`src/rtl/core/fsc_pkg.sv`:
```
// ----------------------------------------------------------------------------
// fsc_pkg
// Shared types and constants for the frustum sphere cull block.
// ----------------------------------------------------------------------------
package fsc_pkg;

  localparam int FRAC_BITS = 16;
  localparam int QUOT_BITS = 2 * FRAC_BITS + 1;

  localparam logic OP_LOAD = 1'b0;
  localparam logic OP_TEST = 1'b1;

  typedef enum logic [14:0] {
    S_IDLE = 15'b000000000000001,
    S_MLB  = 15'b000000000000010,
    S_MLO  = 15'b000000000000100,
    S_SQI  = 15'b000000000001000,
    S_SQA  = 15'b000000000010000,
    S_RTG  = 15'b000000000100000,
    S_RTW  = 15'b000000001000000,
    S_DVG  = 15'b000000010000000,
    S_DVW  = 15'b000000100000000,
    S_NMI  = 15'b000001000000000,
    S_NMW  = 15'b000010000000000,
    S_TI   = 15'b000100000000000,
    S_TA   = 15'b001000000000000,
    S_TC   = 15'b010000000000000,
    S_OUT  = 15'b100000000000000
  } state_t;

endpackage

```
`src/rtl/core/fsc_div.sv`:
```
// ----------------------------------------------------------------------------
// fsc_div
// Restoring divider for 2^32 / len, one quotient bit per cycle.
// ----------------------------------------------------------------------------
module fsc_div #(
  parameter int LEN_BITS = 24
) (
  input  logic                           clk,
  input  logic                           rst,
  input  logic                           start,
  input  logic [LEN_BITS-1:0]            len,
  output logic                           busy,
  output logic [fsc_pkg::QUOT_BITS-1:0]  quot
);
  import fsc_pkg::*;

  localparam int CNW = $clog2(QUOT_BITS + 1);

  logic [LEN_BITS-1:0] dvs;
  logic [LEN_BITS:0]   rem;
  logic [CNW-1:0]      cnt;
  logic [LEN_BITS:0]   rem_t;
  logic                first;

  assign first = (cnt == CNW'(QUOT_BITS));
  assign rem_t = {rem[LEN_BITS-1:0], first};

  always_ff @(posedge clk) begin
    if (rst) begin
      busy <= 1'b0;
      cnt  <= '0;
    end else if (start) begin
      busy <= 1'b1;
      cnt  <= CNW'(QUOT_BITS);
      dvs  <= len;
      rem  <= '0;
      quot <= '0;
    end else if (busy) begin
      if (rem_t >= {1'b0, dvs}) begin
        rem  <= rem_t - {1'b0, dvs};
        quot <= {quot[QUOT_BITS-2:0], 1'b1};
      end else begin
        rem  <= rem_t;
        quot <= {quot[QUOT_BITS-2:0], 1'b0};
      end
      cnt <= cnt - 1'b1;
      if (cnt == CNW'(1)) begin
        busy <= 1'b0;
      end
    end
  end

endmodule

```
`config.mk`:
```
export PLATFORM = sky130hd
export DESIGN_NAME = fsc_div
export DESIGN_NICKNAME = d
export VERILOG_FILES = /design/src/rtl/core/fsc_pkg.sv /design/src/rtl/core/fsc_div.sv
export SDC_FILE = /design/constraint.sdc
export NUM_CORES = 1
export LEC_CHECK = 0
export BUFFER_PORTS_ARGS = -buffer_cell sky130_fd_sc_hd__buf_2
export CAP_MARGIN = 5
export CORE_UTILIZATION = 50
export DETAILED_ROUTE_END_ITERATION = 10
export PLACE_DENSITY = 0.7
export SYNTH_ARGS = -nofsm -noshare
export SYNTH_HDL_FRONTEND = slang
export SYNTH_SLANG_ARGS = --single-unit
```
`constraint.sdc`:
```
create_clock -name clk -period 12.6 [get_ports clk]
set_clock_uncertainty 0.2 [all_clocks]
set_input_delay 3.15 -clock clk [delete_from_list [all_inputs] [get_ports clk]]
set_output_delay 3.15 -clock clk [all_outputs]
set_load 0.01 [all_outputs]
```
== After elaboration in Yosys (flattened, before gate mapping) ==
Index checks and enable logic that the tools add are counted.

* Bits in registers: 88
* Output and inout bits: 34

* Equality and inequality tests: 2
* $add $sub $neg: 2
* Bitwise logic cells: 1
* Mux-type cells: 9
* Magnitude comparators: 1
* Reductions and logical operators: 4

{| class="wikitable"
|+ Operators with widths
! operator !! number
|-
| $mux W24 || 2
|-
| $mux W33 || 1
|-
| $ge A25 B24 Y1 || 1
|-
| $sub A24 B24 Y24 || 1
|-
| $mux W6 || 2
|-
| $eq A6 B1 Y1 const B || 1
|-
| $eq A6 B6 Y1 const B || 1
|-
| $sub A6 B1 Y6 const B || 1
|-
| $mux W1 || 4
|-
| $reduce_and A2 Y1 || 2
|-
| $reduce_bool A2 Y1 || 1
|-
| $reduce_or A2 Y1 || 1
|-
| $not A1 Y1 || 1
|}

== Longest topological paths before layout ==
Gate-level depths: netlist of run 1.

* Depth in word-level cells: 4
* Gate-level depth with buffers: 14
* Mapped depth without buffers: 13

== Worst setup path before layout of run 1 ==
Ideal clock, no wire load.

* Path type: input -> register
* Start: in start
* End: reg quot[0] (netlist name) (enable)
* Library setup time: 0.472 ns
* Arrival: 6.134 ns
* Data required time: 11.928 ns
* Stages: 4
* Path slack: 5.794 ns
* Path through: clkbuf_1 clkbuf_1 nor2_1 nor2_1

* Longest elaborated chain between the ends: 2

{| class="wikitable"
|+ RTL lines
! item !! RTL line !! text
|-
| start, declared || fsc_div.sv:10 || <nowiki>input logic start,</nowiki>
|-
| $reduce_bool A2 Y1 (no line) || n/a ||
|-
| $reduce_and A2 Y1 (no line) || n/a ||
|-
| end signal, assigned || fsc_div.sv:41 || <nowiki>quot <= {quot[QUOT_BITS-2:0], 1'b1};</nowiki>
|-
| end signal, assigned || fsc_div.sv:44 || <nowiki>quot <= {quot[QUOT_BITS-2:0], 1'b0};</nowiki>
|-
| end, declared || fsc_div.sv:13 || <nowiki>output logic [fsc_pkg::QUOT_BITS-1:0] quot</nowiki>
|}

Every way passes these cells.
A chain may end at the register's enable or synchronous reset.

== Worst setup path after layout of run 1 ==
* Start: in start
* End: reg rem[11] (enable)

* Longest elaborated chain between the ends: 2

{| class="wikitable"
|+ RTL lines
! item !! RTL line !! text
|-
| $reduce_bool A2 Y1 (no line) || n/a ||
|-
| $reduce_and A2 Y1 (no line) || n/a ||
|-
| end signal, assigned || fsc_div.sv:40 || <nowiki>rem <= rem_t - {1'b0, dvs};</nowiki>
|-
| end signal, assigned || fsc_div.sv:43 || <nowiki>rem <= rem_t;</nowiki>
|-
| end, declared || fsc_div.sv:20 || <nowiki>logic [LEN_BITS:0] rem;</nowiki>
|}

Every way passes these cells.

==> metrics.log, run 1 <==
[metrics] DR DRC count: 0
[metrics] detailed placer's ending HPWL: 6250 um
[metrics] share of synthesized flip-flops with an asynchronous set or reset: 0%
[metrics] Clock Root Buffer: sky130_fd_sc_hd__clkbuf_8
[metrics] FF-to-FF End: rem[16]
[metrics] number of buffers between clock root and the deepest sink: 2
[metrics] Netlist cell types: 57
[metrics] ratio of final minimum period to clock period: around 43%
[metrics] number of vias after detailed routing: 3385
[metrics] number of maximum-capacitance violations: 0
[metrics] final setup violation count: 0
[metrics] total inserted antenna cells: 0
[metrics] proportion of synthesized chip area in sequential cells: 53.8%
[metrics] Power Density: 136 nW/um2
[metrics] kind of end point of the critical path: flop
[metrics] Ys Warns: 0
[metrics] Port-buffer cells: 60
[metrics] list of cells traversed by the critical path: buf_2 -> buf_4 -> nor2_1 -> nor2_4 -> buf_4
[metrics] adder-cell share of the synthesized area: 7.23%
[metrics] post-layout instance count excluding filler cells: about 630
[metrics] top-level I/O count: 61
[metrics] most frequently used flop master after synthesis: sky130_fd_sc_hd__edfxtp_1
[metrics] mean number of vias per cell: 5.35
[metrics] overall overflow remaining after global route: 0
[metrics] Worst-Skew Late Latency: 360 ps
[metrics] area share of the leading cell type in the synthesized netlist: around half
[metrics] pins over their slew limit: 0
[metrics] Initial Util: 51.7%
[metrics] beginning of the worst hold path: cnt[1]
[metrics] post-synth net total: 493
[metrics] leakage: around 2.2 nW
[metrics] cell area after synthesis: 4780 um2
[metrics] maximum fanout count along the critical path: 73
[metrics] number of global-route vias before repair: 3215
[metrics] RSZ-0062 raised after global routing: false
[metrics] share of synthesized area spent on multiplexers: less than 1%
[metrics] Die Outline Area: 9950 um2
[metrics] xor and xnor area share after synthesis: 2.75%
[metrics] met1 GRT Util: 27.0%
[metrics] Critical Path RT: 12410 ps
[metrics] antenna violations before repair: 0
[metrics] total power draw: 0.735 mW
[metrics] first-pass GRT wire length: 15300 um
[metrics] Initial DRC Count: 135
[metrics] leading post-synthesis cells by instance count: 81 x sky130_fd_sc_hd__edfxtp_1, 36 x sky130_fd_sc_hd__nand2_1, 35 x sky130_fd_sc_hd__nor2b_1
[metrics] CP bufs+invs: 3
[metrics] biggest area consumer among synthesized cells: sky130_fd_sc_hd__edfxtp_1
[metrics] Startpoint Class: primary input
[metrics] CP top delay family: buffers and inverters
[metrics] worst slew margin relative to its limit: 45.5%
[metrics] net count of the finished layout: 553
[metrics] run status: finished clean
[metrics] startpoint of the lowest-slack register-to-register path: cnt[0]
[metrics] WL/cell: 14.4 um
[metrics] most heavily used metal layer in global routing: met2
[metrics] Row Count: 35
[metrics] drt first pass iters: 5
[metrics] CP Class: in2reg
[metrics] shortest period the worst path allows: 5370 ps
[metrics] post-synthesis simple-gate area fraction: between 10% and 20%
[metrics] largest cells by area after synthesis: sky130_fd_sc_hd__edfxtp_1 51%, sky130_fd_sc_hd__ha_1 6.8%, sky130_fd_sc_hd__nor2b_1 4.6%
[metrics] Worst Hold Depth: 2
[metrics] Post-CTS Repair Setup Buffers: 0
[metrics] horizontal die dimension: 99.8 um
[metrics] Worst Hold Class: reg2reg
[metrics] pin count of the biggest net entering global routing: 74
[metrics] cell at the slowest stage of the critical path: sky130_fd_sc_hd__nor2_4
[metrics] depth of the worst register-to-register path: 12
[metrics] Mapped Cells: 439
[metrics] count of H-tree levels built during CTS: 3
[metrics] average cell area after synthesis: about 11 um2
[metrics] minimum setup slack among reg-to-reg paths: 8510 ps
[metrics] placeable core region: 9240 um2
[metrics] Crit path arrival time: 5180 ps
[metrics] cell type with the highest occurrence count on the critical path: sky130_fd_sc_hd__buf_4
[metrics] CTS tree: built
[metrics] clock-pin slew on the worst setup and hold paths: about 80 ps
[metrics] leading cell type by number of instances after synthesis: sky130_fd_sc_hd__edfxtp_1
[metrics] total count of hold-check failures in the final report: 0
[metrics] Total Neg Setup Slack: 0 ps
[metrics] global placer's final weighted congestion: 0.866
[metrics] EDFF count, synth: 81
[metrics] Total GRT Usage: 19.6%
[metrics] register bit total from synthesis: 88
[metrics] share of final-layout standard cells stronger than drive strength 1: 18.3%
[metrics] Hold Crit Endpoint: cnt[1]
[metrics] total CTS buffers: 9
[metrics] count of instances resized after the clock tree is built: 0
[metrics] Die H: 99.8 um
[metrics] maximum clock frequency: 186 MHz
[metrics] fraction of the mapped netlist area in compound gates: 13.2%
[metrics] global-route track usage on met2: 31.1%
[metrics] highest cell delay on the worst timing path: roughly 670 ps
[metrics] routing usage on met3: 3.27%
[metrics] maximum vdd drop: 60.7 uV
[metrics] Tightest Pin Transition: 815 ps
[metrics] hold_buf cts: 0
[metrics] Routed Antenna Nets: 0
[metrics] # clock sinks: 88
[metrics] growth of design area from synthesis to finish: 12.7%
[metrics] placed cells: 617
[metrics] Routed WL: 9140 um
[metrics] largest family of logic cells by synthesized area: simple AND/OR/NAND/NOR gates
-- worst register-to-register path, stage by stage (launching register included) --
cell	delay, ps
sky130_fd_sc_hd__dfxtp_1	400
sky130_fd_sc_hd__ha_1	160
sky130_fd_sc_hd__nor4b_1	570
sky130_fd_sc_hd__nand2_1	160
sky130_fd_sc_hd__ha_1	240
sky130_fd_sc_hd__fa_1	400
sky130_fd_sc_hd__nor2b_1	200
sky130_fd_sc_hd__o2111ai_1	170
sky130_fd_sc_hd__a21boi_1	400
sky130_fd_sc_hd__o211ai_1	220
sky130_fd_sc_hd__a311o_1	370
sky130_fd_sc_hd__or4_1	400
sky130_fd_sc_hd__nand3_1	80
-- worst max-delay path by stage --
stage	end	slack [ps]	depth (start not counted)	start
global placement	rem[5]	6930	5	start
global route	rem[21]	7050	5	start
floorplan	quot[0]	5790	4	start
CTS	rem[8]	7160	5	start
finish	rem[11]	7230	5	start
detailed placement	rem[8]	6800	5	start
-- area by class of cell --
class | instances | area, um2
clock buffer | 10 | 128
timing repair buffer | 64 | 330
fill | 837 | 3850
multi-input combinational | 306 | 2030
tap | 129 | 161
clock inverter | 6 | 51.3
sequential | 88 | 2570
inverter | 30 | 113
-- layer usage --
metal / routed length (um) / part of all wire (%) / vias up
li1: - / - / 1724
met1: 4460 / 49 / 1582
met2: 4260 / 47 / 73
met3: 332 / 3.6 / 6
met4: 90 / 0.98 / 0
met5: 0 / 0 / -
-- cells by family (layout without fill, tap and decap cells) --
kind of cell,Yosys count,in the layout
buf+inv,45,110
xor+xnor,15,15
simple gates,168,168
mux,1,1
fa+ha+maj,27,27
compound gates,95,95
flops,88,88
-- layout by cell type, fill, tap and decap left out, types with 3 or more instances in the layout --
cell type	netlist	final
sky130_fd_sc_hd__clkinv_4	0	3
sky130_fd_sc_hd__nand2b_1	3	3
sky130_fd_sc_hd__o211ai_1	4	4
sky130_fd_sc_hd__dfxtp_1	7	7
sky130_fd_sc_hd__o21a_1	4	4
sky130_fd_sc_hd__nand4_1	6	6
sky130_fd_sc_hd__and2_1	3	3
sky130_fd_sc_hd__o21ai_0	16	16
sky130_fd_sc_hd__edfxtp_1	81	81
sky130_fd_sc_hd__buf_2	4	60
sky130_fd_sc_hd__a21o_1	10	10
sky130_fd_sc_hd__xor2_1	4	4
sky130_fd_sc_hd__nand2_1	36	36
sky130_fd_sc_hd__buf_4	1	4
sky130_fd_sc_hd__xnor2_1	11	11
sky130_fd_sc_hd__clkbuf_8	0	9
sky130_fd_sc_hd__nor3b_1	3	3
sky130_fd_sc_hd__a31o_2	4	4
sky130_fd_sc_hd__nor3_1	16	16
sky130_fd_sc_hd__inv_1	30	30
sky130_fd_sc_hd__nor2b_1	35	34
sky130_fd_sc_hd__nor2_1	26	25
sky130_fd_sc_hd__a211oi_1	7	7
sky130_fd_sc_hd__ha_1	26	26
sky130_fd_sc_hd__or3_1	7	7
sky130_fd_sc_hd__or4_1	3	3
sky130_fd_sc_hd__a21oi_1	32	32
sky130_fd_sc_hd__nand3b_1	4	4
sky130_fd_sc_hd__nand3_1	10	10
sky130_fd_sc_hd__a21boi_0	3	3
-- stage by stage --
step	setup WS [ps]	utilization, %	hold slack (ps)	area [um2]
floorplan	5790	-	269	4780
global placement	6930	56.4	288	5210
detailed placement	6800	56.4	305	5210
CTS	7160	58.3	317	5390
global route	7050	58.3	386	5390
finish	7230	58.3	310	5390
-- registers in the layout, indices dropped and copies added (netlist names) --
name,cells
cnt,6
busy,1
dvs,24
rem,24
quot,33
-- where the power goes --
part           total (mW)  internal, mW  switching (mW)
logic               0.196        0.0780           0.118
registers           0.361         0.350          0.0114
clock network       0.179        0.0742           0.104
total               0.735         0.502           0.233
No activity file was read; power rests on OpenSTA's default activity.
==> run 2: changes to the inputs <==
PLACE_DENSITY = 0.73   (was 0.7)
clock period = 4.5 ns   (was 12.6 ns; I/O delays follow)
==> run 2 against run 1 <==
  * Register-to-register slack lost 7900 ps
  * Routed wire length grew 6.2%
  * First-iteration DRC count up 76%
  * Sequential cell count unchanged
  * Total power rose to 3.0 times the previous value
  * Worst setup slack worse by 6600 ps
  * Clock power grew to 3.7 times the previous value
  * Die area unchanged
  * Critical path depth is 7 higher
  * Clock-buffer cell count is 1 higher
  * Sequential share of layout area decreased by 0.76 points
  * Cell count is 0.16% higher
==> metrics.log, run 2 (synthesized netlist as in run 1, its figures left out) <==
[metrics] Power Density: 409 nW/um2 (was 136 nW/um2)
[metrics] Initial Util: 51.7% (unchanged)
[metrics] top-level I/O count: 61 (unchanged)
[metrics] register with the most flip-flops: quot (unchanged)
[metrics] Hold Crit Endpoint: cnt[1] (unchanged)
[metrics] pin count of the biggest net entering global routing: 44 (was 74)
[metrics] WL/cell: 15.3 um (was 14.4 um)
[metrics] share of final-layout standard cells stronger than drive strength 1: 18.4% (was 18.3%)
[metrics] total CTS buffers: 9 (unchanged)
[metrics] minimum setup slack among reg-to-reg paths: 650 ps (was 8510 ps)
[metrics] number of maximum-capacitance violations: 0 (unchanged)
[metrics] fill cell count: 777 (was 837)
[metrics] most used cells in the layout excluding fill and tap cells: 81 x sky130_fd_sc_hd__edfxtp_1, 60 x sky130_fd_sc_hd__buf_2, 36 x sky130_fd_sc_hd__nand2_1 (unchanged)
[metrics] total count of hold-check failures in the final report: 0 (unchanged)
[metrics] Port-buffer cells: 60 (unchanged)
[metrics] Row Count: 35 (unchanged)
[metrics] shortest period the worst path allows: 3850 ps
[metrics] clock network fraction of design power: 29.9% (was 24.3%)
[metrics] Worst-Skew Late Latency: 370 ps (was 360 ps)
[metrics] Crit path arrival time: 3890 ps (was 5180 ps)
[metrics] # clock sinks: 88 (unchanged)
[metrics] reported net switching power: 0.654 mW (was 0.233 mW)
[metrics] internal power component: 1.59 mW (was 0.502 mW)
[metrics] count of instances resized after the clock tree is built: 0 (unchanged)
[metrics] Total GRT Usage: 21.0% (was 19.6%)
[metrics] number of global-route vias before repair: 3249 (was 3215)
[metrics] first-pass GRT wire length: 16100 um (was 15300 um)
[metrics] net count of the finished layout: 554 (was 553)
[metrics] relative contribution of combinational cells to total power: 25.0% (was 26.6%)
[metrics] placeable core region: 9240 um2 (unchanged)
[metrics] mean number of vias per cell: 5.42 (was 5.35)
[metrics] growth of design area from synthesis to finish: 14.6% (was 12.7%)
[metrics] Routed Antenna Nets: 0 (unchanged)
[metrics] Worst Hold Depth: 2 (unchanged)
[metrics] ratio of final minimum period to clock period: 85.6%
[metrics] CP Class: reg2reg (was in2reg)
[metrics] leakage: 2.19 nW (was 2.16 nW)
[metrics] Startpoint Class: flop (was primary input)
[metrics] drt first pass iters: 4 (was 5)
[metrics] clock-pin slew on the worst setup and hold paths: 90 ps (was 80 ps)
[metrics] run status: finished clean (unchanged)
[metrics] CTS tree: built (unchanged)
[metrics] Finished Core Util: 59.3% (was 58.3%)
[metrics] count of H-tree levels built during CTS: 3 (unchanged)
[metrics] RSZ-0062 raised after global routing: false (unchanged)
[metrics] maximum fanout count along the critical path: 4 (was 73)
[metrics] antenna violations before repair: 0 (unchanged)
[metrics] beginning of the worst hold path: cnt[1] (unchanged)
[metrics] Clock Root Buffer: sky130_fd_sc_hd__clkbuf_8 (unchanged)
[metrics] Total Neg Setup Slack: 0 ps (unchanged)
[metrics] horizontal die dimension: 99.8 um (unchanged)
[metrics] Tightest Pin Transition: 705 ps (was 815 ps)
[metrics] global placer's final weighted congestion: 0.907 (was 0.866)
[metrics] total power draw: 2.24 mW (was 0.735 mW)
[metrics] startpoint of the lowest-slack register-to-register path: cnt[0] (unchanged)
[metrics] Seq. cell area: 2570 um2 (unchanged)
[metrics] Die Outline Area: 9950 um2 (unchanged)
[metrics] pins over their slew limit: 0 (unchanged)
[metrics] worst slew margin relative to its limit: 53.0% (was 45.5%)
[metrics] maximum vdd drop: 260 uV (was 60.7 uV)
[metrics] depth of the worst register-to-register path: 12 (unchanged)
[metrics] number of vias after detailed routing: 3434 (was 3385)
[metrics] multi-input gate area in the final layout: 2030 um2 (unchanged)
[metrics] switching power share of the total: 29.2% (was 31.8%)
[metrics] largest registers: quot: 33 flops, dvs: 24 flops, rem: 24 flops (unchanged)
[metrics] maximum clock frequency: 260 MHz
[metrics] hold_buf cts: 0 (unchanged)
[metrics] Routed WL: 9710 um (was 9140 um)
[metrics] flip-flop count of the largest register, all copies and words added: 33 (unchanged)
[metrics] FF-to-FF End: rem[16] (unchanged)
[metrics] DR DRC count: 0 (unchanged)
[metrics] Critical Path RT: 4540 ps (was 12410 ps)
[metrics] Die H: 99.8 um (unchanged)
[metrics] Worst Hold Class: reg2reg (unchanged)
[metrics] Initial DRC Count: 237 (was 135)
[metrics] sequential power share: 45.1% (was 49.1%)
[metrics] Post-CTS Repair Setup Buffers: 0 (unchanged)
[metrics] final setup violation count: 0 (unchanged)
[metrics] total inserted antenna cells: 0 (unchanged)
[metrics] detailed placer's ending HPWL: 6880 um (was 6250 um)
[metrics] overall overflow remaining after global route: 0 (unchanged)
[metrics] most frequent standard cell in the layout excluding fill and tap cells: sky130_fd_sc_hd__edfxtp_1 (unchanged)
[metrics] kind of end point of the critical path: flop (unchanged)
[metrics] number of buffers between clock root and the deepest sink: 2 (unchanged)
-- run 2: worst max-delay path, cell delays in order (launching register included) --
cell and delay [ps]:
sky130_fd_sc_hd__dfxtp_1 410, sky130_fd_sc_hd__ha_1 160, sky130_fd_sc_hd__nor4b_1 490, sky130_fd_sc_hd__nand2_1 130, sky130_fd_sc_hd__ha_1 230, sky130_fd_sc_hd__fa_1 410
sky130_fd_sc_hd__nor2b_1 170, sky130_fd_sc_hd__o2111ai_1 160, sky130_fd_sc_hd__a21boi_1 330, sky130_fd_sc_hd__o211ai_1 190, sky130_fd_sc_hd__a311o_1 360, sky130_fd_sc_hd__or4_1 400
sky130_fd_sc_hd__nand3_1 80
-- run 2: worst max-delay path by stage --
stage	cells after the start	end	from	slack, ps
after floorplan	4	quot[0]	start	660
after global placement	12	rem[16]	cnt[0]	790
after detailed placement	12	rem[16]	cnt[0]	680
after CTS	12	rem[16]	cnt[0]	650
after global routing	13	rem[16]	cnt[1]	380
final	12	rem[16]	cnt[0]	650
-- run 2: through the flow --
step,instance area (um2),hold slack [ps],std cells,setup WS (ps)
6_report,5480,351,634,648
5_1_grt,5480,382,634,380
3_3_place_gp,5230,294,618,790
3_5_place_dp,5230,334,618,681
2_1_floorplan,4780,269,439,665
4_1_cts,5480,347,634,654
-- run 2: layout make-up --
type,count,area share (%)
flip-flops and latches,88,47.0
multi-input cells,306,37.1
repair buffers,65,6.40
well taps,129,2.95
clock buffers,11,2.58
inverters,30,2.06
clock inverters,5,1.92
-- run 2: power by group through the flow --
stage,Clock (mW),Sequential [mW],Combinational [mW]
floorplan,0,1.03,0.414
global placement,0,1.03,0.549
detailed placement,0,1.03,0.556
CTS,0.688,1.01,0.560
global route,0.709,1.02,0.625
finish,0.669,1.01,0.560
-- run 2: per-layer routing --
layer / vias to the layer above / part of all wire, % / track usage [%] / routed length [um]
li1: 1728 / - / - / -
met1: 1609 / 47 / 29.1 / 4540
met2: 82 / 46 / 32.0 / 4500
met3: 15 / 4.6 / 4.18 / 449
met4: 0 / 2.2 / 9.62 / 218
met5: - / 0 / 0 / 0
