$ cat src/rtl/core/fsc_pkg.sv
// ----------------------------------------------------------------------------
// fsc_pkg
// Shared types and constants for the frustum sphere cull block.
// ----------------------------------------------------------------------------
package fsc_pkg;

  localparam int FRAC_BITS = 16;
  localparam int QUOT_BITS = 2 * FRAC_BITS + 1;

  localparam logic OP_LOAD = 1'b0;
  localparam logic OP_TEST = 1'b1;

  typedef enum logic [14:0] {
    S_IDLE = 15'b000000000000001,
    S_MLB  = 15'b000000000000010,
    S_MLO  = 15'b000000000000100,
    S_SQI  = 15'b000000000001000,
    S_SQA  = 15'b000000000010000,
    S_RTG  = 15'b000000000100000,
    S_RTW  = 15'b000000001000000,
    S_DVG  = 15'b000000010000000,
    S_DVW  = 15'b000000100000000,
    S_NMI  = 15'b000001000000000,
    S_NMW  = 15'b000010000000000,
    S_TI   = 15'b000100000000000,
    S_TA   = 15'b001000000000000,
    S_TC   = 15'b010000000000000,
    S_OUT  = 15'b100000000000000
  } state_t;

endpackage

$ cat src/rtl/core/fsc_sqrt.sv
// ----------------------------------------------------------------------------
// fsc_sqrt
// Bit-serial integer square root of s * 2^16, one root bit per cycle.
// ----------------------------------------------------------------------------
module fsc_sqrt #(
  parameter int VALUE_BITS = 32
) (
  input  logic                                    clk,
  input  logic                                    rst,
  input  logic                                    start,
  input  logic [VALUE_BITS-1:0]                   s,
  output logic                                    busy,
  output logic [(VALUE_BITS+fsc_pkg::FRAC_BITS+1)/2-1:0] root
);
  import fsc_pkg::*;

  localparam int RW  = (VALUE_BITS + FRAC_BITS + 1) / 2;
  localparam int NW  = 2 * RW;
  localparam int MW  = RW + 3;
  localparam int CNW = $clog2(RW + 1);

  logic [NW-1:0]  nsh;
  logic [MW-1:0]  rem;
  logic [CNW-1:0] cnt;
  logic [MW-1:0]  rem_t;
  logic [MW-1:0]  trial;

  assign rem_t = {rem[MW-3:0], nsh[NW-1:NW-2]};
  assign trial = {{(MW-RW-2){1'b0}}, root, 2'b01};

  always_ff @(posedge clk) begin
    if (rst) begin
      busy <= 1'b0;
      cnt  <= '0;
    end else if (start) begin
      busy <= 1'b1;
      cnt  <= CNW'(RW);
      nsh  <= NW'({s, {FRAC_BITS{1'b0}}});
      rem  <= '0;
      root <= '0;
    end else if (busy) begin
      nsh <= {nsh[NW-3:0], 2'b00};
      if (rem_t >= trial) begin
        rem  <= rem_t - trial;
        root <= {root[RW-2:0], 1'b1};
      end else begin
        rem  <= rem_t;
        root <= {root[RW-2:0], 1'b0};
      end
      cnt <= cnt - 1'b1;
      if (cnt == CNW'(1)) begin
        busy <= 1'b0;
      end
    end
  end

endmodule

$ cat config.mk
export PLATFORM = sky130hd
export DESIGN_NAME = fsc_sqrt
export DESIGN_NICKNAME = d
export VERILOG_FILES = /design/src/rtl/core/fsc_pkg.sv /design/src/rtl/core/fsc_sqrt.sv
export SDC_FILE = /design/constraint.sdc
export NUM_CORES = 1
export LEC_CHECK = 0
export BUFFER_PORTS_ARGS = -buffer_cell sky130_fd_sc_hd__buf_2
export CAP_MARGIN = 20
export CORE_UTILIZATION = 60
export CTS_BUF_LIST = sky130_fd_sc_hd__clkbuf_8
export DETAILED_ROUTE_END_ITERATION = 6
export GPL_ROUTABILITY_DRIVEN = 0
export PLACE_DENSITY = 0.9
export SYNTH_ARGS = -nofsm -noshare
export SYNTH_HDL_FRONTEND = slang
export SYNTH_SLANG_ARGS = --single-unit
export TNS_END_PERCENT = 10
$ cat constraint.sdc
create_clock -name clk -period 6.49 [get_ports clk]
set_clock_uncertainty 0.1 [all_clocks]
set_input_delay 0.9735 -clock clk [delete_from_list [all_inputs] [get_ports clk]]
set_output_delay 0.9735 -clock clk [all_outputs]
set_load 0.01 [all_outputs]
# == Word-level counts from Yosys, hierarchy flattened ==
# Cells that the tools add are included.
# classes
n_addsub,2
order_cmp,1
n_eq_ne,1
mux,11
n_bitwise,1
n_reduce_logical,3
# ops
cell,count
$mux W48,2
$mux W25,2
$ge A27 B26 Y1,1
$sub A25 B25 Y25,1
$mux W24,1
$mux W5,2
$eq A5 B1 Y1 const B,1
$sub A5 B1 Y5 const B,1
$mux W1,4
$reduce_and A2 Y1,1
$reduce_bool A2 Y1,1
$reduce_or A2 Y1,1
$not A1 Y1,1
# word_totals
ff_bits,101
in_bits,35
output_inout_bits,25
word_cells,26

# == Logic depth before layout (Yosys ltp) ==
# Gate-level depths: netlist of the first run.
# logic_depth
depth_word,4
mapped_depth,12

# == Worst setup path before layout of the first run ==
# No wires, ideal clock.
# synth_timing
path_kind,input-to-reg
from,in start
to,reg nsh[16] (enable)
setup_time_ns,0.522
arrival_time_ns,4.618
required_time_ns,5.868
slack_ns,1.250
cell_stages,3
path_buffers,1
cell_sequence,clkbuf_1 -> nor2_1 -> nor2_1
# synth_via
elab_chain_cells,2
# synth_lines
element,line_no,rtl
start: declaration,fsc_sqrt.sv:10,"input logic start,"
$reduce_bool A2 Y1 (no source line),--,
$reduce_and A2 Y1 (no source line),--,
end signal: assignment,fsc_sqrt.sv:38,"nsh <= NW'({s, {FRAC_BITS{1'b0}}});"
end signal: assignment,fsc_sqrt.sv:42,"nsh <= {nsh[NW-3:0], 2'b00};"
end: declaration,fsc_sqrt.sv:22,logic [NW-1:0] nsh;
# No other way between the ends.
# A chain may end at the register's enable or synchronous reset.

# == Worst setup path in the final report of the first run ==
# layout_timing
from,in start
to,reg root[1] (netlist name) (enable)
# layout_via
elab_chain_cells,2
# layout_lines
element,line_no,rtl
$reduce_bool A2 Y1 (no source line),--,
$reduce_and A2 Y1 (no source line),--,
end signal: assignment,fsc_sqrt.sv:45,"root <= {root[RW-2:0], 1'b1};"
end signal: assignment,fsc_sqrt.sv:48,"root <= {root[RW-2:0], 1'b0};"
end: declaration,fsc_sqrt.sv:13,output logic [(VALUE_BITS+fsc_pkg::FRAC_BITS+1)/2-1:0] root
# No other way between the ends.

==> results of run 1 <==
placed cells by master (no fill, tap or decap), types with 12 or more instances in the layout:
master,n
o21ai_0,12
xnor2_1,17
mux2i_1,19
edfxtp_1,81
inv_1,33
nand2_1,17
a21oi_1,25
buf_2,59
nor2_1,63
mux2_2,31
ha_1,28
final timing paths:
path / cells after the start / start / slack (ns) / end
setup reg to reg: 11 / root[2] / 3.27 / rem[15]
hold / removal: 2 / cnt[1] / 0.42 / cnt[1]
setup / recovery: 5 / start / 3.10 / root[1]
hold reg to reg: 2 / cnt[1] / 0.42 / cnt[1]
power by group through the flow:
stage	clock network (W)	logic, W	registers (W)
5_1_grt	0.000390	0.000476	0.000700
6_report	0.000363	0.000431	0.000694
3_5_place_dp	0	0.000419	0.000707
2_1_floorplan	0	0.000335	0.000708
3_3_place_gp	0	0.000401	0.000705
4_1_cts	0.000372	0.000422	0.000695
state kept, by name, indices dropped and copies added, names as in the netlist:
register and cells:
nsh 32, rem 25, root 24, cnt 5
busy 1
metrics by stage:
step                total power (W)  cell area [µm²]
floorplan                   0.00104             5160
finish                      0.00149             5710
CTS                         0.00149             5680
global route                0.00157             5710
global placement            0.00111             5490
detailed placement          0.00113             5490
worst register-to-register path, delay by kind of cell (launching register included):
family / cells / cell delay (ns)
compound gates: 6 / 1.49
fa+ha+maj: 1 / 0.41
buf+inv: 2 / 0.30
flops: 1 / 0.36
mux: 1 / 0.21
simple gates: 1 / 0.07
per-layer routing:
metal / track usage, % / vias to the layer above / part of all wire, %
met1: 29.7 / 1687 / 44
li1: - / 1795 / -
met5: 0 / - / 0
met4: 8.84 / 0 / 2.0
met3: 5.15 / 19 / 5.6
met2: 38.1 / 102 / 48
final cells by class:
type	instances	area, µm²
repair buffers	62	338
flip-flops and latches	87	2550
fillers	630	2550
clock buffers	9	124
inverters	33	124
multi-input cells	324	2370
clock inverters	7	63.8
well taps	105	131
kinds of logic (layout without fill, tap and decap cells):
group	count (synthesis)	count (layout)	share of synthesized area, %
flops	87	87	49.4
xor+xnor	24	24	4.07
fa+ha+maj	28	28	6.78
simple gates	134	134	12.2
buf+inv	58	111	4.75
mux	50	50	10.4
compound gates	88	88	12.4
==> results.md, run 1 <==
- Run status: finished, final reports clean
- Worst Tran Pin Value: 0.915 ns
- Seq/Total Area, Yosys: 49.4%
- Final core utilization: 69.1%
- Die Height: approximately 95 µm
- First-pass GRT wire length: 16200 µm
- Unique cell type count in the Yosys netlist: 54
- Worst-path maximum fanout: 88
- Maximum number of pins on one net before global-route repair: 89
- Diode count: 0
- Clk pin slew, worst setup/hold paths: around 0.09 ns
- Final ANT Viol Nets: 0
- DRT Pass-1 Iters: 4
- Clk sinks: 87
- FMAX: 0.295 GHz
- Crit-path most repeated cell: buf_4
- Core Box Area: 0.00826 mm²
- WL final: 9680 µm
- Initial Util: a little over three fifths
- Syn Nets: 532
- Most used DFF post-synth: edfxtp_1
- #FFs+latches synth: 87
- Final Critical Period: between 3 and 4 ns
- Switch Pwr: 0.000480 W
- CTS Buf Count: 9
- Place WS: 2.70 ns
- Reg power frac: 46.6%
- Placed Cells: 610
- P_int: 0.00101 W
- Post-CTS setup buffer count: 0
- Post-Syn Area: 0.00516 mm²
- Relative slew slack: between 30% and 40%
- Hold slack: 0.423 ns
- CTS root buf: clkbuf_8
- Worst setup margin: 3.10 ns
- Port Buffer Count: 59
- Tot GR Track Use: 23.1%
- Post-CTS sizing: 0
- Initial antenna violation count: 0
- Die W: 94.8 µm
- Crit-path leading delay family: buffers and inverters
- Switching share of power: 32.2%
- RSZ-0062 raised after global routing: false
- CP Capture Type: flip-flop
- Post-synthesis average cell area: 11.0 µm²
- Yosys top cell area share: 47.1%
- Vias per cell: 5.75
- Hpwl dp: slightly below 7000 µm
- CTS Buffer Depth: 2
- Die ar.: 0.00898 mm²
- Setup violators final: 0
- Clock H-tree levels: 3
- Post-CTS Hold Buffers: 0
- Synth top cells by count: 81 x edfxtp_1, 64 x nor2_1, 33 x inv_1, 31 x mux2_2, 28 x ha_1
- Number of global-route vias before repair: 3504
- PwrDens: 261 mW/mm²
- HP Class: flip-flop to flip-flop
- VDD IR-drop max: around 0.00015 V
- Max-slew violations: 0
- Period utilisation layout: between 50% and 60%
- Area delta synth->final: 10.5%
- 1st-iter DRT viols: 190
- Post-synthesis async set-or-reset flop share: 0%
- Fraction of layout cells with a size suffix above 1: 23.0%
- CP peak stage delay: 0.69 ns
- Cell Rows: 33
- Final Hold Vio Count: 0
- Required time of the critical path: 6.39 ns
- Critical path class: input port to flip-flop
- CTS tree: yes
- Synthesized instance count: between 400 and 500
- Final non-filler cell total: between 600 and 700
- Wire per inst: 15.4 µm
- Leakage: 2.32 nW
- Number of synthesized flops with an enable pin: 81
- Setup crit start kind: input port
- I/O Pins: 60
- Area leader, netlist: edfxtp_1
- Setup TNS: 0 ns
- Comb pwr share: 29.0%
- Synth area leaders: edfxtp_1 47%, ha_1 6.8%, mux2_2 6.8%
- Yosys Warn Count: 0
- MaxCap Viol Count: 0
- Nets: slightly below 600
- Critical Path Slowest Stage Cell: buf_4
- Via count: 3603
- Share of total power in the clock network: 24.4%
- Buffers & Inverters on Critical Path: 3
- CP cell instances: buf_2, buf_4, nor2_1, nor2_4, buf_4
- Crit path arrival time: 3.29 ns
- # DRC: 0
- GRT Residual Overflow: 0
- Clock Latency Late Sink: 0.37 ns
- Count leader, synth: edfxtp_1
(Power assumes the default switching activity.)
==> run 2, diff against run 1 <==
Settings changed: ABC_AREA set to 1, PLACE_DENSITY 0.9 to 0.89.
Clock period 6.49 ns to 3.4 ns, I/O delays scaled along.
==> results.md, run 2 <==
- Maximum number of pins on one net before global-route repair: 59 (-34%)
- HP Class: input port to flip-flop
- CTS root buf: clkbuf_8
- Fraction of layout cells with a size suffix above 1: 14.0% (-9.0 points)
- Number of synthesized flops with an enable pin: 81 (unchanged)
- FMAX: roughly 0.40 GHz
- Area of the multi-input gates: 0.00255 mm² (+7.3%)
- Die W: 98.5 µm (+3.9%)
- Setup violators final: 0 (unchanged)
- PwrDens: 460 mW/mm² (+76%)
- Post-synthesis average cell area: 7.70 µm² (-30%)
- Max-slew violations: 0 (unchanged)
- Leakage: 3.09 nW (+33%)
- R2R depth: 12 (+1)
- CTS tree: yes
- Post-CTS Hold Buffers: 0 (unchanged)
- Clk pin slew, worst setup/hold paths: 0.10 ns (about the same)
- Relative slew slack: 56.5% (+17 points)
- Register area: 0.00255 mm² (unchanged)
- Tot GR Track Use: 26.9% (+3.7 points)
- Wire per inst: 13.4 µm (-13%)
- Critical R2R Launch: rem[9]
- Run status: finished, violations left
- Seq/Total Area, Yosys: 45.7% (-3.7 points)
- Failing checks: DRC
- GRT Residual Overflow: 0 (unchanged)
- Clock H-tree levels: 3 (unchanged)
- Worst-path maximum fanout: 28 (-68%)
- Diode count: 0 (unchanged)
- Period utilisation layout: 74.4%
- Unique cell type count in the Yosys netlist: 39 (-28%)
- CTS Buffer Depth: 2 (unchanged)
- CTS Buf Count: 9 (unchanged)
- Vias per cell: 5.30 (-7.7%)
- WL final: 12000 µm (+24%)
- R2R Setup Slk: 0.87 ns (-2.40 ns)
- Final Critical Period: 2.53 ns
- Placed Cells: 880 (+44%)
- Post-CTS setup buffer count: 0 (unchanged)
- Most frequent cells in the layout: 267 x nand2_1, 101 x nor2_1, 99 x inv_1, 81 x edfxtp_1, 59 x buf_2
- Final ANT Viol Nets: 0 (unchanged)
- Initial Util: 63.1% (+0.59 points)
- Critical Path Start: rem[9]
- Crit path arrival time: 2.57 ns (-0.72 ns)
- Synthesized instance count: 725 (+55%)
- Total Power: 0.00283 W (+90%)
- Port Buffer Count: 59 (unchanged)
- Hpwl dp: 8710 µm (+29%)
- Core Box Area: 0.00885 mm² (+7.2%)
- Post-CTS sizing: 0 (unchanged)
- Max FFs per register: 32 (unchanged)
- DRT Pass-1 Iters: 7 (+3)
- Fillers: 706 (+12%)
- MaxCap Viol Count: 0 (unchanged)
- Top flop regs: nsh (32), rem (25), root (24)
- Setup TNS: 0 ns (unchanged)
- Commonest non-fill, non-tap cell in the layout: nand2_1
- Count leader, synth: nand2_1
- Clock Latency Late Sink: 0.38 ns (about the same)
- Syn Nets: 788 (+48%)
- Cell Rows: 34 (+3.0%)
- Biggest register: nsh
- Synth area leaders: edfxtp_1 44%, nand2_1 18%, nor2_1 6.8%
- CP Capture Point: rem[4]
- Hold slack: 0.279 ns (-0.144 ns)
- 1st-iter DRT viols: 395 (+110%)
- Most used DFF post-synth: edfxtp_1
- #FFs+latches synth: 87 (unchanged)
- I/O Pins: 60 (unchanged)
- First-pass GRT wire length: 20700 µm (+28%)
- Final Hold Vio Count: 0 (unchanged)
- Die Height: 98.5 µm (+3.9%)
- Post-Syn Area: 0.00559 mm² (+8.2%)
- Area delta synth->final: 10.4%
- Area leader, netlist: edfxtp_1
- Nets: 846 (+46%)
- Die ar.: 0.00970 mm² (+8.0%)
- # DRC: 1 (+1)
- Final non-filler cell total: 896 (+43%)
- Post-synthesis async set-or-reset flop share: 0% (unchanged)
- Critical path class: flip-flop to flip-flop
- Final core utilization: 69.7% (+0.56 points)
- R2r endpoint: rem[4]
- Setup crit start kind: flip-flop
- RSZ-0062 raised after global routing: false
- Yosys Warn Count: 0 (unchanged)
- Number of global-route vias before repair: 4663 (+33%)
- Synth top cells by count: 267 x nand2_1, 101 x nor2_1, 99 x inv_1, 81 x edfxtp_1, 28 x ha_1
- VDD IR-drop max: 0.000277 V (+88%)
- CP Capture Type: flip-flop
- Initial antenna violation count: 0 (unchanged)
- Via count: 4752 (+32%)
- Worst Tran Pin Value: 0.652 ns (-0.262 ns)
- Yosys top cell area share: 43.5% (-3.6 points)
- Clk sinks: 87 (unchanged)
- Required time of the critical path: 3.44 ns (-2.95 ns)
==> run 2: cell count changes after synthesis, moves of 14 or more <==
cell     previous run  this run
inv_1              33        99
mux2_2             31         0
mux2i_1            19         0
nand2_1            17       267
nor2_1             64       101
o21ai_1             1        15
xnor2_1            17         2
==> run 2: power breakdown <==
group          internal (W)  leakage, nW  switching, W
clock network      0.000289       0.0981      0.000431
registers           0.00128        0.838     0.0000384
logic              0.000271         2.15      0.000527
total               0.00184         3.09      0.000997
==> run 2: layer usage <==
layer | wire length [µm] | GRT usage, % | up-vias | part of all wire, %
met4 | 273 | 11.6 | 0 | 2.3
li1 | - | - | 2396 | -
met1 | 5090 | 33.6 | 2143 | 42
met5 | 0 | 0 | - | 0
met3 | 810 | 6.10 | 30 | 6.7
met2 | 5850 | 45.0 | 183 | 49
==> run 2: cell families after synthesis <==
family,after synthesis,synth area share [%]
AND/OR/NAND/NOR,431,32.5
flip-flops,87,45.7
AO/OA/AOI/OAI,43,4.39
XOR/XNOR,14,2.20
buffers and inverters,122,8.89
adder cells (fa/ha/maj),28,6.27
==> run 2: area by class of cell <==
cell class                      count  share of cell area (%)
Multi-Input combinational cell    516                    41.3
Timing Repair Buffer               63                    5.28
Clock inverter                      7                    1.22
Sequential cell                    87                    41.4
Tap cell                          108                    2.19
Clock buffer                        9                    2.01
Inverter                          106                    6.58
==> run 2: worst min path at each step <==
stage / slack, ns / endpoint / cells after the start / startpoint
after floorplan: 0.35 / cnt[3] / 2 / cnt[3]
after global placement: 0.37 / cnt[3] / 2 / cnt[3]
after detailed placement: 0.39 / cnt[3] / 2 / cnt[3]
after CTS: 0.27 / cnt[3] / 2 / rst
after global routing: 0.27 / cnt[3] / 2 / rst
final: 0.28 / cnt[3] / 2 / rst
==> run 2: per-stage QoR <==
stage | setup slack (ns) | instance area, µm²
2_1_floorplan | 0.719 | 5600
3_3_place_gp | 1.04 | 5970
3_5_place_dp | 0.967 | 5970
4_1_cts | 0.926 | 6160
5_1_grt | 0.693 | 6160
6_report | 0.869 | 6160
==> run 2: worst max-delay path: stages (launching register included) <==
cell,delay (ns)
edfxtp_1,0.43
ha_1,0.40
nand2_1,0.12
nor2_1,0.19
nand2_1,0.14
nor2_2,0.12
nand2_1,0.07
nand3_2,0.11
nor2_8,0.07
nand2_8,0.19
inv_8,0.11
nor2_1,0.14
nor2_1,0.07
==> run 3, diff against run 2 <==
Clock period 3.4 ns to 2.5 ns, I/O delays scaled along.
==> results.md, run 3 (same netlist as run 2, synthesis figures left out) <==
- DRT Pass-1 Iters: 7 (unchanged)
- Post-DP Area: 0.00599 mm² (+0.34%)
- Diode count: 0 (unchanged)
- CTS Buffer Depth: 2 (unchanged)
- R2r endpoint: rem[6]
- CTS Buf Count: 9 (unchanged)
- Final Critical Period: 2.41 ns (-0.118 ns)
- Min-delay src: rst
- Core Box Area: 0.00885 mm² (unchanged)
- Share of total power in the clock network: 28.3% (+2.9 points)
- Final non-filler cell total: 903 (+0.78%)
- Max-slew violations: 0 (unchanged)
- CP Capture Type: flip-flop
- CTS tree: yes
- Placed Cells: 881 (+0.11%)
- Clock H-tree levels: 3 (unchanged)
- Wire per inst: 14.2 µm (+6.1%)
- Relative slew slack: 60.6% (+4.1 points)
- CTS root buf: clkbuf_8
- Via count: 5012 (+5.5%)
- Switch Pwr: 0.00139 W (+39%)
- Place WS: 0.0826 ns (-0.885 ns)
- Leakage: 3.14 nW (+1.6%)
- VDD IR-drop max: 0.000425 V (+53%)
- Top flop regs: nsh (32), rem (25), root (24)
- Failing checks: DRC
- Die Height: 98.5 µm (unchanged)
- PwrDens: 649 mW/mm² (+41%)
- Clk sinks: 87 (unchanged)
- Required time of the critical path: 2.53 ns (-0.91 ns)
- Most frequent cells in the layout: 265 x nand2_1, 99 x nor2_1, 98 x inv_1, 81 x edfxtp_1, 59 x buf_2
- FMAX: 0.414 GHz (+4.9%)
- Vias per cell: 5.55 (+4.7%)
- Max FFs per register: 32 (unchanged)
- Commonest non-fill, non-tap cell in the layout: nand2_1
- Critical path class: flip-flop to flip-flop
- P_int: 0.00273 W (+49%)
- Clk pin slew, worst setup/hold paths: 0.10 ns (about the same)
- Crit path arrival time: 2.44 ns (-0.13 ns)
- Hpwl dp: 8830 µm (+1.4%)
- Nets: 853 (+0.83%)
- HP Class: input port to flip-flop
- Critical R2R Launch: root[6]
- Area delta synth->final: 13.6%
- First-pass GRT wire length: 20600 µm (-0.40%)
- Reg power frac: 43.6% (-2.8 points)
- Cell Rows: 34 (unchanged)
- Post-CTS Hold Buffers: 0 (unchanged)
- Switching share of power: 33.7% (-1.5 points)
- Tot GR Track Use: 26.7% (-0.19 points)
- Clock Latency Late Sink: 0.38 ns (about the same)
- Fin area: 0.00634 mm² (+2.9%)
- Maximum number of pins on one net before global-route repair: 59 (unchanged)
- Hold Crit Depth: 2 (unchanged)
- MaxCap Viol Count: 0 (unchanged)
- Setup crit start kind: flip-flop
- GRT Residual Overflow: 0 (unchanged)
- # DRC: 2 (+1)
- Worst-path maximum fanout: 6 (-79%)
- Setup violators final: 0 (unchanged)
- Comb pwr share: 28.2% (about the same)
- WL final: 12900 µm (+7.0%)
- 1st-iter DRT viols: 384 (-2.8%)
- Worst setup margin: 0.0874 ns (-0.782 ns)
- Hold EP: cnt[3]
- Number of global-route vias before repair: 4762 (+2.1%)
- Port Buffer Count: 59 (unchanged)
- Initial antenna violation count: 0 (unchanged)
- Final ANT Viol Nets: 0 (unchanged)
- Worst Tran Pin Value: 0.591 ns (-0.0616 ns)
- Biggest register: nsh
- Run status: finished, violations left
- I/O Pins: 60 (unchanged)
- Die W: 98.5 µm (unchanged)
- Fraction of layout cells with a size suffix above 1: 16.2% (+2.3 points)
- R2R depth: 12 (unchanged)
- Final Hold Vio Count: 0 (unchanged)
- Period utilisation layout: 96.5% (+22 points)
- R2R Setup Slk: 0.09 ns (-0.78 ns)
- Die ar.: 0.00970 mm² (unchanged)
- Initial Util: 63.1% (unchanged)
- Final core utilization: 71.7% (+2.0 points)
[run 3: cell count changes in the layout (fill, tap and decap cells not counted), sizes merged]
cell	delta
buf	+5
bufinv	+2
clkinv	-1
clkinvlp	-1
nand2	+2
[run 3: power by group through the flow]
stage / clock [W] / sequential, W / combinational, W
2_1_floorplan: 0 / 0.00182 / 0.000815
3_3_place_gp: 0 / 0.00182 / 0.00103
3_5_place_dp: 0 / 0.00182 / 0.00107
4_1_cts: 0.00118 / 0.00179 / 0.00108
5_1_grt: 0.00122 / 0.00180 / 0.00128
6_report: 0.00116 / 0.00179 / 0.00116
[run 3: stage by stage]
| stage | setup TNS, ns | hold WS [ns] | total power [W] |
|---|---|---|---|
| 2_1_floorplan | 0 | 0.344 | 0.00264 |
| 3_3_place_gp | 0 | 0.363 | 0.00284 |
| 3_5_place_dp | 0 | 0.385 | 0.00289 |
| 4_1_cts | 0 | 0.130 | 0.00404 |
| 5_1_grt | -0.105 | 0.161 | 0.00431 |
| 6_report | 0 | 0.148 | 0.00411 |
[run 3: worst max-delay path by stage]
stage	start	to	slack [ns]	depth (start not counted)
after floorplan	busy	nsh[16]	0.009	2
after global placement	rem[9]	rem[19]	0.16	9
after detailed placement	rem[9]	rem[19]	0.08	9
after CTS	rem[9]	rem[17]	0.05	9
after global routing	root[6]	rem[17]	-0.03	13
final	root[6]	rem[6]	0.09	12
[run 3: area by class of cell]
cell class | instances | area [µm²]
clock inverters | 7 | 114
flip-flops and latches | 87 | 2550
inverters | 106 | 405
multi-input cells | 518 | 2640
repair buffers | 68 | 375
clock buffers | 9 | 124
fillers | 656 | 2500
well taps | 108 | 135
[run 3: routing by layer]
layer | global-route usage (%) | share of wire (%)
met1 | 31.8 | 39
met2 | 46.7 | 48
met3 | 4.96 | 8.8
met4 | 12.6 | 3.8
met5 | 0 | 0
[run 3: critical path: stages (launching register included)]
cell and delay (ns):
edfxtp_1 0.40, inv_1 0.12, ha_1 0.29, nand2_1 0.14, nor2_1 0.08, nand2_1 0.13
nor2_2 0.06, nand2_1 0.06, nand3_2 0.11, nor2_8 0.27, nand2_4 0.13, o21ai_1 0.22
nor2_1 0.06
[run 3: what timing repair did]
item,in CTS,in global routing
buffers inserted,0,4
resized for setup,0,13
endpoints found under the setup margin,0,26
